===== config.mk =====
export PLATFORM = sky130hd
export DESIGN_NAME = tcw_ctrl
export DESIGN_NICKNAME = d
export VERILOG_FILES = /design/src/design/tcw_pkg.sv /design/src/design/tcw_ctrl.sv
export SDC_FILE = /design/constraint.sdc
export NUM_CORES = 1
export LEC_CHECK = 0
export ABC_AREA = 1
export BUFFER_PORTS_ARGS = -buffer_cell sky130_fd_sc_hd__buf_4
export CAP_MARGIN = 15
export CORE_AREA = 4 4 41 43
export CTS_BUF_LIST = sky130_fd_sc_hd__clkbuf_2 sky130_fd_sc_hd__clkbuf_4 sky130_fd_sc_hd__clkbuf_8
export DETAILED_ROUTE_END_ITERATION = 10
export DIE_AREA = 0 0 45 47
export HOLD_SLACK_MARGIN = 0.1
export MAX_ROUTING_LAYER = met4
export PLACE_DENSITY = 0.67
export REMOVE_ABC_BUFFERS = 1
export SLEW_MARGIN = 15
export SYNTH_ARGS = -nofsm -noshare
export SYNTH_HDL_FRONTEND = slang
export SYNTH_SLANG_ARGS = --single-unit

===== constraint.sdc =====
create_clock -name clk -period 3.4 [get_ports clk]
set_input_delay 0.34 -clock clk [delete_from_list [all_inputs] [get_ports clk]]
set_output_delay 0.34 -clock clk [all_outputs]
set_load 0.02 [all_outputs]

===== src/design/tcw_pkg.sv =====
`timescale 1ns / 1ps
// ----------------------------------------------------------------------------
// tcw_pkg
// Shared widths, codes and control structs of the text console writer.
// ----------------------------------------------------------------------------
package tcw_pkg;

    // default screen geometry
    localparam int DEF_COLUMNS = 80;
    localparam int DEF_ROWS    = 25;

    // transaction field widths
    localparam int OP_W       = 2;
    localparam int CHAR_W     = 8;
    localparam int RD_ROW_W   = 5;
    localparam int RD_COL_W   = 7;
    localparam int CELL_W     = 16;
    localparam int CUR_COL_W  = 7;
    localparam int CUR_ROW_W  = 5;

    // configuration port
    localparam int CFG_IDX_W  = 1;
    localparam int CFG_DATA_W = 8;
    localparam logic [CFG_IDX_W-1:0] REG_TEXT_ATTR  = 1'd0;
    localparam logic [CFG_IDX_W-1:0] REG_BLANK_ATTR = 1'd1;

    // operations
    localparam logic [OP_W-1:0] OP_PUT   = 2'd0;
    localparam logic [OP_W-1:0] OP_CLEAR = 2'd1;
    localparam logic [OP_W-1:0] OP_READ  = 2'd2;

    // characters and attributes
    localparam logic [CHAR_W-1:0] CH_NEWLINE = 8'h0A;
    localparam logic [CHAR_W-1:0] CH_RETURN  = 8'h0D;
    localparam logic [CHAR_W-1:0] CH_SPACE   = 8'h20;
    localparam logic [7:0] RESET_TEXT_ATTR   = 8'h0F;
    localparam logic [7:0] RESET_BLANK_ATTR  = 8'h07;
    localparam logic [CELL_W-1:0] INIT_CELL  = {RESET_BLANK_ATTR, CH_SPACE};

    // controller -> datapath
    typedef struct packed {
        logic load_item;   // capture transaction fields
        logic exec;        // apply item to cursor / write printed cell
        logic init_wr;     // reset clearing pass write
        logic fill_wr;     // blank fill write at sweep address
        logic copy_rd;     // scroll: read one row below sweep address
        logic copy_wr;     // scroll: write read data at sweep address
        logic sweep_zero;
        logic sweep_inc;
        logic out_load;    // load result register
    } cmd_t;

    // datapath -> controller
    typedef struct packed {
        logic scroll;      // item passes the last row
        logic clear;       // item is a clear
        logic sweep_last;  // sweep at last cell
        logic copy_last;   // sweep at last cell of scroll copy
    } status_t;

endpackage


===== src/design/tcw_ctrl.sv =====
`timescale 1ns / 1ps
// ----------------------------------------------------------------------------
// tcw_ctrl
// Sequencer: clearing pass, item execution, scroll copy, blank fill, result.
// ----------------------------------------------------------------------------
module tcw_ctrl (
    input  logic              clk,
    input  logic              rst_n,
    input  logic              in_valid,
    output logic              in_ready,
    output logic              out_valid,
    input  logic              out_ready,
    input  tcw_pkg::status_t  st,
    output tcw_pkg::cmd_t     cmd
);
    import tcw_pkg::*;

    localparam logic [2:0] S_INIT    = 3'd0;
    localparam logic [2:0] S_IDLE    = 3'd1;
    localparam logic [2:0] S_EXEC    = 3'd2;
    localparam logic [2:0] S_COPY_RD = 3'd3;
    localparam logic [2:0] S_COPY_WR = 3'd4;
    localparam logic [2:0] S_FILL    = 3'd5;
    localparam logic [2:0] S_FINISH  = 3'd6;

    logic [2:0] state_reg, state_next;
    logic       out_valid_reg, out_valid_next;
    logic       slot_free;

    assign slot_free = !out_valid_reg || out_ready;
    assign out_valid = out_valid_reg;

    always_comb
    begin
        state_next = state_reg;
        cmd        = '0;
        in_ready   = 1'b0;
        unique case (state_reg)
            S_INIT:
            begin
                cmd.init_wr   = 1'b1;
                cmd.sweep_inc = 1'b1;
                if (st.sweep_last)
                begin
                    cmd.sweep_inc  = 1'b0;
                    cmd.sweep_zero = 1'b1;
                    state_next     = S_IDLE;
                end
            end
            S_IDLE:
            begin
                in_ready = 1'b1;
                if (in_valid)
                begin
                    cmd.load_item = 1'b1;
                    state_next    = S_EXEC;
                end
            end
            S_EXEC:
            begin
                cmd.exec = 1'b1;
                if (st.scroll)
                begin
                    cmd.sweep_zero = 1'b1;
                    state_next     = S_COPY_RD;
                end
                else if (st.clear)
                begin
                    cmd.sweep_zero = 1'b1;
                    state_next     = S_FILL;
                end
                else
                begin
                    state_next = S_FINISH;
                end
            end
            S_COPY_RD:
            begin
                cmd.copy_rd = 1'b1;
                state_next  = S_COPY_WR;
            end
            S_COPY_WR:
            begin
                // increment past the last copied cell lands on the bottom row
                cmd.copy_wr   = 1'b1;
                cmd.sweep_inc = 1'b1;
                state_next    = st.copy_last ? S_FILL : S_COPY_RD;
            end
            S_FILL:
            begin
                cmd.fill_wr   = 1'b1;
                cmd.sweep_inc = 1'b1;
                if (st.sweep_last)
                begin
                    state_next = S_FINISH;
                end
            end
            S_FINISH:
            begin
                if (slot_free)
                begin
                    cmd.out_load = 1'b1;
                    in_ready     = 1'b1;
                    if (in_valid)
                    begin
                        cmd.load_item = 1'b1;
                        state_next    = S_EXEC;
                    end
                    else
                    begin
                        state_next = S_IDLE;
                    end
                end
            end
            default:
            begin
                state_next = S_IDLE;
            end
        endcase
    end

    always_comb
    begin
        out_valid_next = out_valid_reg;
        if (cmd.out_load)
        begin
            out_valid_next = 1'b1;
        end
        else if (out_ready)
        begin
            out_valid_next = 1'b0;
        end
    end

    always_ff @(posedge clk or negedge rst_n)
    begin
        if (!rst_n)
        begin
            state_reg     <= S_INIT;
            out_valid_reg <= 1'b0;
        end
        else
        begin
            state_reg     <= state_next;
            out_valid_reg <= out_valid_next;
        end
    end

endmodule


Word level (Yosys, flattened, before mapping)

Cells that the tools add are included.

Input bits: 8
Output and inout bits: 11
Word-level logic and storage cells: 45
Bits in registers: 4

Reductions and logical operators: 6
Eq/ne operators: 10
Mux-type cells: 27

Operators with widths:

| cell                                                            | count |
|---|---|
| 3-bit one-hot mux with 7 select lines                           | 1 |
| 3-bit two-way mux                                               | 6 |
| 1-bit two-way mux                                               | 13 |
| 3-bit == test, second input constant                            | 3 |
| 2-bit != test, second input constant                            | 4 |
| 1-bit one-hot mux with 2 select lines                           | 4 |
| 3-bit by 2-bit == test with 1-bit output, second input constant | 2 |
| 2-bit two-way mux                                               | 3 |
| 4-bit AND reduction                                             | 1 |
| 3-bit by 1-bit == test with 1-bit output, second input constant | 1 |
| 3-bit logical NOT                                               | 1 |
| 2-bit nonzero test                                              | 1 |
| 2-bit OR reduction                                              | 1 |
| 1-bit logical NOT                                               | 1 |
| 1-bit logical OR                                                | 1 |

Logic depth before layout (Yosys ltp)

Depth in word-level cells: 5
Gate-level depth with buffers: 9
Gate-level depth less buffers: 8

Worst setup path after synthesis

Ideal clock, no wire load.

Path type: reg2out
Start: register state_reg[2]
End: output port cmd[2] in the netlist's numbering
Data arrival time: 1218 ps
Stages on the path, launching flop included: 5
Buffers on the path: 1
Required time: 3060 ps
Slack: 1842 ps
Cell sequence: dfrtp_1 -> clkbuf_8 -> nor2_4 -> nand2_2 -> o21ai_0

RTL lines:

| element                | line            | RTL |
|---|---|---|
| start, declared        | tcw_ctrl.sv:26  | `logic [2:0] state_reg, state_next;` |
| start signal, assigned | tcw_ctrl.sv:144 | `state_reg <= state_next;` |
| end, declared          | tcw_ctrl.sv:14  | `output tcw_pkg::cmd_t cmd` |

==> reports/metrics.cfg <==
[grt]
antenna_found_initial=0
via_count_of_the_first_global_routing_pass=444
grt_pass1_wl_um=1730
grt_util_all_layers_pct=11.9
grt_max_degree=16
grt_remaining_overflow=0

[setup_path]
path_buf_inv=2
timing.critical_path.slowest_stage_cell=sky130_fd_sc_hd__dfrtp_1
worstPathMaxFanout=10
setup.worst_path.end_class=output pin
crit_chain=inv_2 -> nor2_1 -> nand3_1 -> a21oi_1 -> buf_4
cpLargestDelayFamily=flip-flops
startpoint_type=flop
worst-setup-path-type=reg2out
required_ns=3.06
delay_contributed_by_the_slowest_stage_of_the_critical_path_ns=0.55
worstPathArrival_ns=1.57

[run_status]
outcome=complete, no violations

[placed_design]
port_buffers=18
hpwl_um=915
gp_congestion=0.822

[synth]
netlist_instances=82
seq_cells_post_synth=4
yosysWarnings=0
synth.cells.most_frequent=17 x sky130_fd_sc_hd__nand2_1, 15 x sky130_fd_sc_hd__nand3_1, 14 x sky130_fd_sc_hd__inv_1, 8 x sky130_fd_sc_hd__nor2_1
yosysMostFrequentCell=sky130_fd_sc_hd__nand2_1
yosysSeqAreaShare_pct=20.5
async_flop_share_pct=100
synth_top_area_share_pct=20.5
ys_types=19
post-synth-top-area-cell=sky130_fd_sc_hd__dfrtp_1
ys.flop_type=sky130_fd_sc_hd__dfrtp_1
synthesized_area_divided_by_synthesized_cell_count_um2=5.97
number_of_enable_type_register_cells_in_the_synthesized_netlist=0
synthesis.area_um2=489
synth.top_cells.by_area=sky130_fd_sc_hd__dfrtp_1 20%, sky130_fd_sc_hd__nand3_1 15%, sky130_fd_sc_hd__nand2_1 13%, sky130_fd_sc_hd__inv_1 11%, sky130_fd_sc_hd__nor2_1 6.1%

[timing]
max_freq_ghz=0.525
rsz0062_at_grt=no
holdWs_ns=0.409
fin_crit_sh_pct=56.0
fin_tns_setup_ns=0
finalSetupViolations=0
timing_worst_slew_pin_value_ns=0.489
final_max_slew_viol_count=0
worst_clock_skew_ns=0.000203
final_hold_violations=0
fin_crit_ns=1.91
maxSlewHeadroom_pct=67.4

[power]
share_clk_of_total_power_pct=10.0
total_leakage_power_nw=0.390
power.share.combinational_pct=66.6
power.sequential.fraction_pct=23.4
totalPowerFinal_mw=0.570
power.density_mw_per_mm2=902
power.ir.vdd_worst_mv=0.539
power.net_switching_mw=0.311
p_sw_share_pct=54.5
power.internal_mw=0.259

[clocking]
cts_tree=built
clock_insertion_delay_worst_skew_ns=0.23
cts.htree.levels=1
cts.sink_count=4
clk_root_buffer_cell=sky130_fd_sc_hd__clkbuf_4
numCtsBuffers=3
cts.reportedPaths.clkPinSlew_ns=0.03
clock_tree.buffer_depth=2

[run]
cap_violations=0

[floorplanning]
floorplan.io_pins=19
horiz_die_dim_um=45
std_cell_rows=13
floorplan.initialDensity_pct=37.6
placeableCoreArea_mm2=0.00130
dieHeight_um=47
die-area_mm2=0.00212

[final_layout]
num_antenna_cells=0
layout.filler_cells=136
multi_input_comb_area_um2=279
post_route_cells_drive_above_1_share_pct=33.0
syn2layout_area_growth_pct=29.2
nNetsFinal=110
largest_reg_flops=3
area.sequential_um2=100

[route]
via_count=517
ant_nets=0
avgRoutedWirePerCell_um=9.66
drtIter0Drc=7
detailed_route_wl_um=1110
route.detailed.drc=0
detailedRoute.firstPassIterationCount=2
drt-vias-per-instance=4.50

[min_path]
min_path_type=in2reg

[logic make-up after synthesis]
| kind of cell | count (synthesis) | share of synthesized area [%] |
|---|---|---|
| DFF | 4 | 20.5 |
| and+or+nand+nor | 52 | 51.9 |
| AOI/OAI and AO/OA | 5 | 5.11 |
| buffers and inverters | 21 | 22.5 |
[timing repair]
action                                 in CTS  in global routing
gates resized for setup                     0                  0
setup buffers                               0                  0
endpoints found under the hold margin       4                  0
hold buffers                                1                  0
[path summary, 6_finish.rpt]
kind,startpoint,to,slack (ns),cells after the start
worst max-delay path,state_reg[2],cmd[8],1.49,5
worst min-delay path,out_ready,out_valid,0.41,4
worst max register to register,state_reg[1],state_reg[2],2.06,7
worst min register to register,out_valid,out_valid,0.55,2
max in group asynchronous,rst_n,state_reg[1],2.86,2
min in group asynchronous,rst_n,state_reg[2],0.44,2
[metrics by stage]
| stage | std cells | worst slack, ns | util, % | cell area (um^2) |
|---|---|---|---|---|
| after floorplan | 78 | 1.80 | - | 445 |
| after global placement | 111 | 1.80 | 46.1 | 599 |
| after detailed placement | 111 | 1.76 | 46.1 | 599 |
| after CTS | 115 | 1.50 | 48.6 | 632 |
| after global routing | 115 | 1.37 | 48.6 | 632 |
| final | 115 | 1.49 | 48.6 | 632 |
[power groups by stage]
| stage | Clock (mW) | Combinational, mW | Sequential (mW) |
|---|---|---|---|
| global route | 0.0629 | 0.422 | 0.139 |
| floorplan | 0 | 0.254 | 0.126 |
| global placement | 0 | 0.382 | 0.132 |
| finish | 0.0570 | 0.379 | 0.133 |
| CTS | 0.0602 | 0.385 | 0.132 |
| detailed placement | 0 | 0.381 | 0.133 |
[layout make-up]
cell class | count | area share (%)
inverter | 17 | 10.5
clock buffer | 3 | 3.56
timing repair buffer | 19 | 23.0
sequential | 4 | 15.8
tap | 15 | 2.97
multi-input combinational | 57 | 44.2
[cells in the final DEF (no fill, tap or decap)]
cell | Yosys | final
sky130_fd_sc_hd__buf_4 | 1 | 18
sky130_fd_sc_hd__nor2_4 | 1 | 1
sky130_fd_sc_hd__nand2_2 | 1 | 1
sky130_fd_sc_hd__nand3_2 | 2 | 2
sky130_fd_sc_hd__inv_2 | 2 | 2
sky130_fd_sc_hd__nor3_1 | 2 | 2
sky130_fd_sc_hd__clkbuf_4 | 0 | 3
sky130_fd_sc_hd__nor2_1 | 8 | 8
sky130_fd_sc_hd__o21ai_0 | 4 | 4
sky130_fd_sc_hd__inv_4 | 1 | 1
sky130_fd_sc_hd__nand2_1 | 17 | 17
sky130_fd_sc_hd__a21oi_1 | 1 | 1
sky130_fd_sc_hd__nand4_1 | 1 | 1
sky130_fd_sc_hd__inv_1 | 14 | 14
sky130_fd_sc_hd__or2_2 | 1 | 1
sky130_fd_sc_hd__nand3_1 | 15 | 15
sky130_fd_sc_hd__dfrtp_1 | 4 | 4
sky130_fd_sc_hd__nor2_2 | 4 | 4
sky130_fd_sc_hd__dlygate4sd3_1 | 0 | 1
[worst reg2reg max path: cells and delay by family (launching register included)]
family,cells,cell delay (ns)
simple gates,6,0.46
flops,1,0.61
buf+inv,1,0.15
[per-layer routing]
layer | global-route usage [%] | share of wire, % | up-vias
li1 | - | - | 291
met1 | 14.4 | 47 | 216
met2 | 18.1 | 48 | 10
met3 | 2.68 | 5.0 | 0
met4 | 7.02 | 0 | 0
met5 | - | 0 | -
Note: power is estimated with default switching activity, not from simulation.
